### config.mk
export PLATFORM = sky130hd
export DESIGN_NAME = obd_request_scheduler
export DESIGN_NICKNAME = d
export VERILOG_FILES = /design/src/rtl/obd_rs_pkg.sv /design/src/rtl/obd_rs_outreg.sv /design/src/rtl/obd_request_scheduler.sv
export SDC_FILE = /design/constraint.sdc
export NUM_CORES = 2
export LEC_CHECK = 0
export BUFFER_PORTS_ARGS = -buffer_cell sky130_fd_sc_hd__buf_4
export CAP_MARGIN = 10
export CORE_ASPECT_RATIO = 1.5
export CORE_UTILIZATION = 31
export DETAILED_ROUTE_END_ITERATION = 10
export SETUP_SLACK_MARGIN = 0.15
export SYNTH_ARGS = -nofsm -noshare
export SYNTH_HDL_FRONTEND = slang
export SYNTH_HIERARCHICAL = 1
export SYNTH_SLANG_ARGS = --single-unit
### constraint.sdc
create_clock -name clk -period 10.5 [get_ports clk]
set_input_delay 1.05 -clock clk [delete_from_list [all_inputs] [get_ports clk]]
set_output_delay 1.05 -clock clk [all_outputs]
set_load 0.1 [all_outputs]
### src/rtl/obd_rs_pkg.sv
// Shared types and constants of the OBD request scheduler.
`timescale 1ns / 1ps
package obd_rs_pkg;
	localparam int PendSlotsDef = 8;
	localparam int SubSlotsDef = 8;
	localparam logic [1:0] MODE_REQ = 2'd0;
	localparam logic [1:0] MODE_SUB = 2'd1;
	localparam logic [1:0] MODE_UNSUB = 2'd2;
	localparam logic [1:0] MODE_TICK = 2'd3;
	localparam logic [2:0] KIND_SEND = 3'd0;
	localparam logic [2:0] KIND_MATCH = 3'd1;
	localparam logic [2:0] KIND_TIMEOUT = 3'd2;
	localparam logic [2:0] KIND_FULL = 3'd3;
	localparam logic [2:0] KIND_DONE = 3'd4;
	localparam logic [7:0] SERVICE_ANSWER = 8'h41;
	localparam logic [10:0] IDENT_RESET = 11'h7E8;
	localparam logic [15:0] TIMEOUT_RESET = 16'd1000;
	localparam logic CFG_IDENT = 1'b0;
	localparam logic CFG_TIMEOUT = 1'b1;

	typedef struct packed {
		logic [2:0] kind;
		logic [7:0] pid;
		logic [2:0] slot;
		logic from_sub;
		logic [31:0] payload;
		logic [31:0] dropped;
		logic last;
	} result_t;
endpackage

### src/rtl/obd_rs_outreg.sv
// Output register stage holding one result transaction.
`timescale 1ns / 1ps
module obd_rs_outreg (
	input logic clk,
	input logic arst_n,
	input logic push,
	input obd_rs_pkg::result_t din,
	output logic full,
	output logic out_valid,
	input logic out_ready,
	output obd_rs_pkg::result_t dout
);
	import obd_rs_pkg::*;
	logic valid_q;
	result_t data_q;
	always_ff @(posedge clk or negedge arst_n) begin
		if (!arst_n) begin
			valid_q <= 1'b0;
		end else if (push) begin
			valid_q <= 1'b1;
		end else if (out_ready) begin
			valid_q <= 1'b0;
		end
	end
	always_ff @(posedge clk) begin
		if (push) begin
			data_q <= din;
		end
	end
	assign full = valid_q && !out_ready;
	assign out_valid = valid_q;
	assign dout = data_q;
	property p_push_free;
		@(posedge clk) disable iff (!arst_n) push |-> !full;
	endproperty
	a_push_free: assert property (p_push_free) else $error("push into held result");
	property p_hold;
		@(posedge clk) disable iff (!arst_n) (valid_q && !out_ready) |=> valid_q;
	endproperty
	a_hold: assert property (p_hold) else $error("result lost");
	property p_data;
		@(posedge clk) disable iff (!arst_n) (valid_q && !out_ready) |=> $stable(data_q);
	endproperty
	a_data: assert property (p_data) else $error("held result changed");
endmodule

### src/rtl/obd_request_scheduler.sv
// Top level of the OBD request scheduler: sequencer over pending and subscription memories.
`timescale 1ns / 1ps
// channel | direction | handshake           | payload
// input   | in        | in_valid / in_ready | mode pid period_ms now_ms frame_*
// result  | out       | out_valid/out_ready | kind out_pid slot from_subscription ...
// config  | in        | cfg_we              | cfg_index cfg_data
//
// One transaction at a time; in_ready is high only in idle.
// Request: request, then done. Subscribe: a search over the subscription slots (it stops
// on a matching entry), a write, then done. Unsubscribe: a walk over every subscription
// slot, then done. Tick: read and fire for each subscription, read and drop for each pending
// slot, an answer search over the pending slots that stops on a match, then done and idle.
// Each result waits in the output register; the sequencer stalls in the states that push a
// result while a result is held there with out_ready low.
// Reset empties both tables (flag vectors in flops) and the drop count; the timing
// memory is not cleared.
module obd_request_scheduler #(
	parameter int PENDING_SLOTS = obd_rs_pkg::PendSlotsDef,
	parameter int SUB_SLOTS = obd_rs_pkg::SubSlotsDef
) (
	input logic clk,
	input logic arst_n,
	input logic in_valid,
	output logic in_ready,
	input logic [1:0] mode,
	input logic [7:0] pid,
	input logic [31:0] period_ms,
	input logic [31:0] now_ms,
	input logic frame_valid,
	input logic [10:0] frame_ident,
	input logic [7:0] frame_service,
	input logic [7:0] frame_pid,
	input logic [31:0] frame_payload,
	output logic out_valid,
	input logic out_ready,
	output logic [2:0] kind,
	output logic [7:0] out_pid,
	output logic [2:0] slot,
	output logic from_subscription,
	output logic [31:0] answer_payload,
	output logic [31:0] dropped_total,
	output logic last,
	input logic cfg_we,
	input logic [0:0] cfg_index,
	input logic [15:0] cfg_data
);
	import obd_rs_pkg::*;
	localparam int PW = (PENDING_SLOTS > 1) ? $clog2(PENDING_SLOTS) : 1;
	localparam int SW = (SUB_SLOTS > 1) ? $clog2(SUB_SLOTS) : 1;
	localparam int PC = PW + 1;
	localparam int SC = SW + 1;

	localparam logic [3:0] ST_IDLE = 4'd0;
	localparam logic [3:0] ST_REQ = 4'd1;
	localparam logic [3:0] ST_SUBF = 4'd2;
	localparam logic [3:0] ST_SUBW = 4'd3;
	localparam logic [3:0] ST_UNSUB = 4'd4;
	localparam logic [3:0] ST_FIRE_RD = 4'd5;
	localparam logic [3:0] ST_FIRE = 4'd6;
	localparam logic [3:0] ST_TO_RD = 4'd7;
	localparam logic [3:0] ST_TO = 4'd8;
	localparam logic [3:0] ST_MATCH = 4'd9;
	localparam logic [3:0] ST_DONE = 4'd10;

	// flags in flops; wide fields in memories
	logic [PENDING_SLOTS-1:0] pv_q;
	logic [7:0] ppid_q [PENDING_SLOTS];
	logic [PENDING_SLOTS-1:0] pfs_q;
	logic [SW-1:0] psi_q [PENDING_SLOTS];
	logic [31:0] psent_mem [PENDING_SLOTS];
	logic [SUB_SLOTS-1:0] sv_q, saw_q, sfn_q;
	logic [7:0] spid_q [SUB_SLOTS];
	// interval in the upper half, last send time in the lower half
	logic [63:0] stime_mem [SUB_SLOTS];

	logic [10:0] ident_q;
	logic [15:0] timeout_q;
	logic [31:0] drop_q;
	logic [3:0] state_q;
	logic [PC-1:0] pi_q;
	logic [SC-1:0] si_q;
	logic [SC-1:0] found_q;
	logic [7:0] pid_q;
	logic [31:0] int_q, now_q, pay_q;
	logic fmatch_q;
	logic [31:0] rd_sent_s1;
	logic [63:0] rd_time_s1;

	logic push;
	result_t res, dout;
	logic full;

	// lowest free pending slot: small priority encoder on the valid vector
	logic have_free;
	logic [PW-1:0] free_idx;
	always_comb begin
		have_free = 1'b0;
		free_idx = '0;
		for (int i = PENDING_SLOTS - 1; i >= 0; i--) begin
			if (!pv_q[i]) begin
				have_free = 1'b1;
				free_idx = PW'(i);
			end
		end
	end

	logic [PW-1:0] pi;
	logic [SW-1:0] si;
	assign pi = pi_q[PW-1:0];
	assign si = si_q[SW-1:0];

	// synchronous memory reads
	always_ff @(posedge clk) begin
		rd_sent_s1 <= psent_mem[pi];
		rd_time_s1 <= stime_mem[si];
	end

	always_ff @(posedge clk or negedge arst_n) begin
		if (!arst_n) begin
			ident_q <= IDENT_RESET;
			timeout_q <= TIMEOUT_RESET;
		end else if (cfg_we) begin
			if (cfg_index == CFG_IDENT) begin
				ident_q <= cfg_data[10:0];
			end else begin
				timeout_q <= cfg_data;
			end
		end
	end

	assign in_ready = (state_q == ST_IDLE);

	logic due;
	logic [31:0] age;
	assign due = sfn_q[si] || ((now_q - rd_time_s1[31:0]) >= rd_time_s1[63:32]);
	assign age = now_q - rd_sent_s1;

	logic sub_last, pend_last;
	assign sub_last = (si_q == SC'(SUB_SLOTS - 1));
	assign pend_last = (pi_q == PC'(PENDING_SLOTS - 1));

	logic [SW-1:0] rel_idx;
	assign rel_idx = psi_q[pi];

	always_comb begin
		push = 1'b0;
		res = '0;
		res.dropped = drop_q;
		case (state_q)
			ST_REQ: begin
				push = !full;
				res.pid = pid_q;
				res.kind = have_free ? KIND_SEND : KIND_FULL;
				res.slot = have_free ? 3'(free_idx) : 3'd0;
			end
			ST_FIRE: begin
				push = !full && sv_q[si] && !saw_q[si] && due && have_free;
				res.kind = KIND_SEND;
				res.pid = spid_q[si];
				res.slot = 3'(free_idx);
				res.from_sub = 1'b1;
			end
			ST_TO: begin
				push = !full && pv_q[pi] && (age > {16'd0, timeout_q});
				res.kind = KIND_TIMEOUT;
				res.pid = ppid_q[pi];
				res.slot = 3'(pi);
				res.from_sub = pfs_q[pi];
				res.dropped = drop_q + 32'd1;
			end
			ST_MATCH: begin
				push = !full && fmatch_q && pv_q[pi] && (ppid_q[pi] == pid_q);
				res.kind = KIND_MATCH;
				res.pid = ppid_q[pi];
				res.slot = 3'(pi);
				res.from_sub = pfs_q[pi];
				res.payload = pay_q;
			end
			ST_DONE: begin
				push = !full;
				res.kind = KIND_DONE;
				res.last = 1'b1;
			end
			default: begin
				push = 1'b0;
			end
		endcase
	end

	// memory writes; a fire keeps the interval it has just read
	always_ff @(posedge clk) begin
		if (state_q == ST_REQ && !full && have_free) begin
			psent_mem[free_idx] <= now_q;
		end
		if (state_q == ST_FIRE && push) begin
			psent_mem[free_idx] <= now_q;
			stime_mem[si] <= {rd_time_s1[63:32], now_q};
		end
		if (state_q == ST_SUBW && found_q != SC'(SUB_SLOTS)) begin
			stime_mem[found_q[SW-1:0]] <= {int_q, 32'd0};
		end
	end

	always_ff @(posedge clk or negedge arst_n) begin
		if (!arst_n) begin
			state_q <= ST_IDLE;
			pv_q <= '0;
			pfs_q <= '0;
			sv_q <= '0;
			saw_q <= '0;
			sfn_q <= '0;
			drop_q <= '0;
			pi_q <= '0;
			si_q <= '0;
			found_q <= '0;
			fmatch_q <= 1'b0;
		end else begin
			case (state_q)
				ST_IDLE: begin
					if (in_valid) begin
						pi_q <= '0;
						si_q <= '0;
						found_q <= SC'(SUB_SLOTS);
						fmatch_q <= frame_valid && (frame_ident == ident_q)
							&& (frame_service == SERVICE_ANSWER);
						case (mode)
							MODE_REQ: state_q <= ST_REQ;
							MODE_SUB: state_q <= ST_SUBF;
							MODE_UNSUB: state_q <= ST_UNSUB;
							default: state_q <= ST_FIRE_RD;
						endcase
					end
				end
				ST_REQ: begin
					if (!full) begin
						if (have_free) begin
							pv_q[free_idx] <= 1'b1;
							pfs_q[free_idx] <= 1'b0;
						end
						state_q <= ST_DONE;
					end
				end
				ST_SUBF: begin
					// pass 1: existing entry, then first free
					if (sv_q[si] && spid_q[si] == pid_q) begin
						found_q <= si_q;
						state_q <= ST_SUBW;
					end else if (!sv_q[si] && found_q == SC'(SUB_SLOTS)) begin
						found_q <= si_q;
					end
					if (!(sv_q[si] && spid_q[si] == pid_q)) begin
						if (sub_last) begin
							state_q <= ST_SUBW;
						end else begin
							si_q <= si_q + SC'(1);
						end
					end
				end
				ST_SUBW: begin
					state_q <= ST_DONE;
					if (found_q != SC'(SUB_SLOTS)) begin
						sv_q[found_q[SW-1:0]] <= 1'b1;
						saw_q[found_q[SW-1:0]] <= 1'b0;
						sfn_q[found_q[SW-1:0]] <= 1'b1;
					end
				end
				ST_UNSUB: begin
					if (spid_q[si] == pid_q) begin
						sv_q[si] <= 1'b0;
					end
					if (sub_last) begin
						state_q <= ST_DONE;
					end else begin
						si_q <= si_q + SC'(1);
					end
				end
				ST_FIRE_RD: begin
					state_q <= ST_FIRE;
				end
				ST_FIRE: begin
					if (!full) begin
						if (push) begin
							sfn_q[si] <= 1'b0;
							saw_q[si] <= 1'b1;
							pv_q[free_idx] <= 1'b1;
							pfs_q[free_idx] <= 1'b1;
						end
						if (sub_last) begin
							state_q <= ST_TO_RD;
						end else begin
							si_q <= si_q + SC'(1);
							state_q <= ST_FIRE_RD;
						end
					end
				end
				ST_TO_RD: begin
					state_q <= ST_TO;
				end
				ST_TO: begin
					if (!full) begin
						if (push) begin
							drop_q <= drop_q + 32'd1;
							pv_q[pi] <= 1'b0;
							if (pfs_q[pi] && sv_q[rel_idx]) begin
								saw_q[rel_idx] <= 1'b0;
							end
						end
						if (pend_last) begin
							pi_q <= '0;
							state_q <= ST_MATCH;
						end else begin
							pi_q <= pi_q + PC'(1);
							state_q <= ST_TO_RD;
						end
					end
				end
				ST_MATCH: begin
					if (!full) begin
						if (push) begin
							pv_q[pi] <= 1'b0;
							if (pfs_q[pi] && sv_q[rel_idx]) begin
								saw_q[rel_idx] <= 1'b0;
							end
							state_q <= ST_DONE;
						end else if (!fmatch_q || pend_last) begin
							state_q <= ST_DONE;
						end else begin
							pi_q <= pi_q + PC'(1);
						end
					end
				end
				ST_DONE: begin
					if (!full) begin
						state_q <= ST_IDLE;
					end
				end
				default: state_q <= ST_IDLE;
			endcase
		end
	end

	// payload registers for the current item
	always_ff @(posedge clk) begin
		if (state_q == ST_IDLE && in_valid) begin
			pid_q <= (mode == MODE_TICK) ? frame_pid : pid;
			int_q <= period_ms;
			now_q <= now_ms;
			pay_q <= frame_payload;
		end
		if (state_q == ST_REQ && !full && have_free) begin
			ppid_q[free_idx] <= pid_q;
			psi_q[free_idx] <= '0;
		end
		if (state_q == ST_FIRE && push) begin
			ppid_q[free_idx] <= spid_q[si];
			psi_q[free_idx] <= si;
		end
		if (state_q == ST_SUBW && found_q != SC'(SUB_SLOTS)) begin
			spid_q[found_q[SW-1:0]] <= pid_q;
		end
	end

	obd_rs_outreg u_out (
		.clk(clk), .arst_n(arst_n), .push(push), .din(res), .full(full),
		.out_valid(out_valid), .out_ready(out_ready), .dout(dout)
	);
	assign kind = dout.kind;
	assign out_pid = dout.pid;
	assign slot = dout.slot;
	assign from_subscription = dout.from_sub;
	assign answer_payload = dout.payload;
	assign dropped_total = dout.dropped;
	assign last = dout.last;

	property p_one_item;
		@(posedge clk) disable iff (!arst_n) (in_valid && in_ready) |=> !in_ready;
	endproperty
	a_one_item: assert property (p_one_item) else $error("second item taken");
	property p_done_idle;
		@(posedge clk) disable iff (!arst_n)
			(state_q == ST_DONE && !full) |=> (state_q == ST_IDLE);
	endproperty
	a_done_idle: assert property (p_done_idle) else $error("done did not finish");
	property p_drop;
		@(posedge clk) disable iff (!arst_n)
			(state_q == ST_TO && push) |=> (drop_q == $past(drop_q) + 32'd1);
	endproperty
	a_drop: assert property (p_drop) else $error("drop count slip");
endmodule
* After elaboration in Yosys (flattened, before gate mapping) *
Memory sizes are Yosys's and may differ from the RTL's. A register that Yosys moved wholly into a read port is not among the register bits.
Cells that the tools add are included.

cells by class
  add/sub/neg operators = 5
  multipliers = 0
  divide/modulo/power cells = 0
  magnitude comparators = 12
  equal/unequal tests = 40
  shifts and indexed selects = 0
  multiplexer cells = 118
  bitwise logic cells = 21
  reductions and logical operators = 59

operator list
  kind                                                                    number
  8-bit two-way mux                                                       23
  4-bit two-way mux                                                       25
  32-bit two-way mux                                                      2
  64-bit two-way mux                                                      1
  64-bit OR reduction                                                     1
  32-bit subtractor                                                       2
  8-bit AND                                                               6
  8-bit case mux with 2 select lines                                      3
  8-bit case mux with 3 select lines                                      2
  4-bit case mux with 11 select lines                                     1
  8-bit inverter                                                          5
  8-bit bitwise OR                                                        5
  3-bit two-way mux                                                       11
  11-bit case mux with 3 select lines                                     1
  32-bit by 1-bit adder with 32-bit output (second input constant)        1
  32-bit greater-or-equal comparator                                      1
  32-bit by 16-bit > comparator with 1-bit output                         1
  1-bit two-way mux                                                       29
  2-bit != test (second input constant)                                   14
  1-bit logical AND                                                       25
  4-bit by 3-bit equality test with 1-bit output (second input constant)  6
  3-bit by 4-bit < comparator with 1-bit output (second input constant)   5
  1-bit binary-select mux with 3-bit select                               6
  4-bit equality test (second input constant)                             4
  38 further kinds                                                        75

storage, ports and cells
  flip-flop bits (word level) = 301
  latch bits = 0
  memory bits (writable) = 920
  ROM bits = 0
  bits of input ports = 156
  output and inout bits = 82
  word-level logic and storage cells = 285
  memories = 5

memory list
  name       depth  bits a word  rd ports  clocked after Yosys merged registers in  write ports  RTL line                     source
  stime_mem  8      64           1         1                                        1            obd_request_scheduler.sv:74  logic [63:0] stime_mem [SUB_SLOTS];
  psent_mem  8      32           1         1                                        1            obd_request_scheduler.sv:70  logic [31:0] psent_mem [PENDING_SLOTS];
  ppid_q     8      8            1         0                                        1            obd_request_scheduler.sv:67  logic [7:0] ppid_q [PENDING_SLOTS];
  spid_q     8      8            1         0                                        1            obd_request_scheduler.sv:72  logic [7:0] spid_q [SUB_SLOTS];
  psi_q      8      3            1         0                                        1            obd_request_scheduler.sv:69  logic [SW-1:0] psi_q [PENDING_SLOTS];

* Longest topological paths before layout *
  depth in word-level cells = 17
  depth in mapped cells = 27
  mapped depth without buffers = 26

* Modules after synthesis *
Netlist, hierarchy kept.

by module, submodules not included
  module                 times used  cells each  area each (µm²)
  obd_request_scheduler  1           3559        51040.2
  obd_rs_outreg          1           83          2447.3

* Worst setup path after synthesis *
No wires, ideal clock.

  path kind = reg-to-reg
  start point = register now_q[0]
  end point = memory stime_mem[6][0], enable pin
  data arrival time = 7.703 ns
  slack = 2.310 ns
  stages on the path, launching flop included = 26
  path buffers = 2
  period minus slack after synthesis = 8.190 ns
  cell sequence = edfxtp_1 > inv_1 > ha_1 > inv_1 > fa_1 > a21o_1 > a21oi_1 > nor2b_1 > o2111a_1 > o31ai_1 > a21oi_1 > o221ai_1 > o31ai_1 > o31a_1 > o21a_1 > nor2_1 > xnor2_1 > ha_1 > nand4_1 > a211o_1 > nor2_1 > o211a_1 > clkbuf_1 > clkbuf_1 > a22oi_1 > nor2_1

on the way
  cells in the longest elaborated chain, start to end = 10

ends and longest elaborated chain
  what                                         RTL line                      source
  start: declaration                           obd_request_scheduler.sv:84   logic [31:0] int_q, now_q, pay_q;
  start signal: assignment                     obd_request_scheduler.sv:347  now_q <= now_ms;
  32-bit subtractor                            obd_request_scheduler.sv:135  assign due = sfn_q[si] || ((now_q - rd_time_s1[31:0]) >= rd_time_s1[63:32]);
  32-bit greater-or-equal comparator           obd_request_scheduler.sv:135
  1-bit logical OR                             obd_request_scheduler.sv:135
  1-bit logical AND (2 in a row)               obd_request_scheduler.sv:157  push = !full && sv_q[si] && !saw_q[si] && due && have_free;
  1-bit case mux with 4 select lines (*)       obd_request_scheduler.sv:149  case (state_q)
  1-bit logical AND (*)                        obd_request_scheduler.sv:195  if (state_q == ST_FIRE && push) begin
  1-bit two-way mux (*)                        obd_request_scheduler.sv:195
  1-bit two-way mux (implied by the code) (*)  obd_request_scheduler.sv:197  stime_mem[si] <= {rd_time_s1[63:32], now_q};
  1-bit two-way mux (no source line) (*)       n/a
  end: declaration                             obd_request_scheduler.sv:74

Mark *: on every way between the ends. The rest lies on a longest branch, timed or not.

* Worst setup path after layout *
  start point = register now_q[0]
  end point = memory stime_mem[5][14], enable pin

The elaborated chain is that of the path after synthesis.

==> impl_metrics.toml <==
[timing]
max_freq_mhz = 127
period_minus_slack_ns = 7.87
drv_slew = 0
rsz0062_at_grt = "false"
finalHoldViolCount = 0
tightest_slew_ns = 1.16
finalSetupTns_ns = 0
maxSlewHeadroom_pct = 22.1
finalSetupViolCount = 0
period_share_pct = 75.0
clock_skew_ns = 0.0704

[worst_setup_path]
crit_type = "reg -> reg"
worst-path-max-fanout = 42
cpMostUsedCell = "nor2_1"
cp.arrival_ns = 8.23
startpoint_type = "flip-flop"
critPathCaptureType = "flip-flop"
slowest_delay_ns = 0.77
required_ns = 10.86
r2r_setup_slack_ns = 2.63
worst_path_max_delay_cell = "buf_4"

[yosys]
synthArstFlopShare_pct = 8.88
syn_nets = 3916
synth_area_um2 = 53500
synth_enable_flop_cells = 1104
synthCells = 3642
synth_seq_cells = 1317
ys_seq_area_share_pct = 71.1
yosys-top-cells-area = "edfxtp_1 62%, dfrtp_1 4.9%, a22oi_1 3.9%"
yosysTopAreaCell = "edfxtp_1"
synth_cell_type_count = 87
synth.avg_cell_area_um2 = 14.7
ys_warn_count = 6
synth_top_area_share_pct = 62.0
synthFlopType = "edfxtp_1"

[drt]
num_vias = 32300
drtPass1Iterations = 6
routed_wl_mm = 145
drt_iter0_drc = 2455
drc = 0
drt.antenna.violating_nets = 0
wl_per_cell_um = 23.1
routed_via_density = 5.16

[floorplan]
ios = 238
core-area_um2 = 171000
die_width_um = 341
die_height_um = 511
fp-row-count = 186
dieArea_um2 = 174000
start_util_pct = 31.2

[place]
hpwl_mm = 91.6
place_area_um2 = 58200
gp_congestion = 0.891
portBuffers = 237

[power_and_ir_drop]
pwr-share-comb_pct = 33.5
irDropWorstVdd_mv = 0.186
leakage_uw = 0.0214
p_switching_uw = 6250
p_per_area_nw_per_um2 = 277
p_seq_share_pct = 41.1
intPower_uw = 10900
finalPower_uw = 17200
swShare_pct = 36.4
p_clk_share_pct = 25.4

[cts]
clk_path_buf_depth = 3
cts.sinks = 1317
worstSkewPairLatency_ns = 0.76
cts_setup_buffers = 0
ctsResizeCount = 0
htree_num_levels = 3
clockRootBuffer = "clkbuf_16"
cts_tree = "built"
clk_pin_slew_worst_paths_ns = 0.07
cts-buffers-inserted = 115
postCtsHoldBufs = 0

[final_layout]
final_nets = 4168
fillerInstances = 16400
final_layout_size_suffix_gt1_share_pct = 16.5
syn_to_final_growth_pct = 16.1
layout_common_cells = "1104 x edfxtp_1, 311 x buf_4, 276 x a22oi_1, 191 x nand2_1, 148 x inv_1"
post-route-util_pct = 36.3
layout_commonest_cell = "edfxtp_1"
fin_area_um2 = 62100

[global_route]
grt.overflow.total = 0
grt_start_max_net_pins = 76
grt_use_total_pct = 16.2
grt_first_pass_wirelength_mm = 212
grt_pass1_vias = 32700
antenna_found_initial = 5

[run]
maxCapViolations = 0

[run_status]
status = "finished, final reports clean"

[worst_hold_path]
hp-class = "reg -> reg"
==> power by group through the flow <==
stage          Sequential [µW]  Clock, µW  Combinational (µW)
2_1_floorplan             7890          0                3190
3_3_place_gp              7150          0                5690
3_5_place_dp              7170          0                5750
4_1_cts                   7060       4460                5770
5_1_grt                   7110       4630                6230
6_report                  7060       4360                5750
==> worst max-delay path: cells and delay by family, from the launching register on <==
family	cells	cell delay [ns]
flip-flops	1	0.50
XOR/XNOR	1	0.09
buffers and inverters	4	1.37
adder cells (fa/ha/maj)	3	0.88
AO/OA/AOI/OAI	11	2.81
AND/OR/NAND/NOR	7	1.73
==> cell usage after synthesis (11+ instances only) <==
cell	n
a31oi_1	24
nor4_1	11
o31ai_1	13
a221oi_1	48
xor2_1	47
inv_1	150
mux2i_1	60
nand4_1	87
a22o_1	31
nor2b_1	20
clkbuf_1	137
a211oi_1	20
nand2b_1	23
a22oi_1	276
nor3_1	37
a221o_1	24
xnor2_1	86
nand2_1	191
o21a_1	14
ha_1	116
mux4_2	14
o22ai_1	15
mux2_2	83
and3_1	19
o211ai_1	15
nor2_1	153
nand3_1	64
edfxtp_1	1104
dfstp_2	13
dfxtp_1	96
o21ai_0	121
dfrtp_1	104
buf_1	21
buf_2	18
o221ai_1	18
a21o_1	35
and2_1	79
a21oi_1	139
==> cell families after synthesis <==
group / count (synthesis) / share of synthesized area [%]
flops: 1317 / 71.1
buf+inv: 329 / 2.36
fa+ha+maj: 118 / 2.79
compound gates: 858 / 11.3
xor+xnor: 133 / 2.18
mux: 158 / 3.48
simple gates: 729 / 6.81
==> final timing paths <==
check / start / endpoint / depth (start not counted)
max in group asynchronous: arst_n / si_q[2] / 2
max reg2reg: now_q[0] / stime_mem[5][14] / 26
min reg2reg: stime_mem[4][13] / rd_time_s1[13] / 2
min in group asynchronous: arst_n / u_out/out_valid / 1
max: now_q[0] / stime_mem[5][14] / 26
min: stime_mem[4][13] / rd_time_s1[13] / 2
==> state kept, by name, summed over array words and instances (netlist names), 16 cells and up, named ones only <==
register    flops
drop_q         32
ppid_q         64
spid_q         64
timeout_q      16
rd_sent_s1     32
pay_q          32
stime_mem     512
psi_q          24
int_q          32
psent_mem     256
rd_time_s1     64
now_q          32
u_out/dout     80
==> final cells by class <==
class | instances | area [µm²] | area share, %
clock buffer | 156 | 3110 | 5.01
timing repair buffer | 312 | 2350 | 3.79
tap | 2256 | 2820 | 4.55
antenna | 2 | 5.00 | 0.00806
inverter | 152 | 577 | 0.929
multi-input combinational | 1996 | 14400 | 23.2
clock inverter | 62 | 766 | 1.23
sequential | 1317 | 38000 | 61.2
==> stage by stage <==
stage,worst slack (ns),hold WS [ns],cells
6_report,2.63,0.455,6253
5_1_grt,2.06,0.442,6253
4_1_cts,2.60,0.404,6251
3_5_place_dp,2.65,0.451,6033
3_3_place_gp,2.73,0.449,6033
2_1_floorplan,2.31,0.432,3642
==> per-layer routing <==
metal	global-route usage, %	up-vias	part of all wire [%]
li1	-	14600	-
met1	19.0	16400	39
met2	29.6	1081	52
met3	2.35	254	5.6
met4	6.35	4	3.6
met5	0	-	0.019
Power figures use the tool's default switching activity.
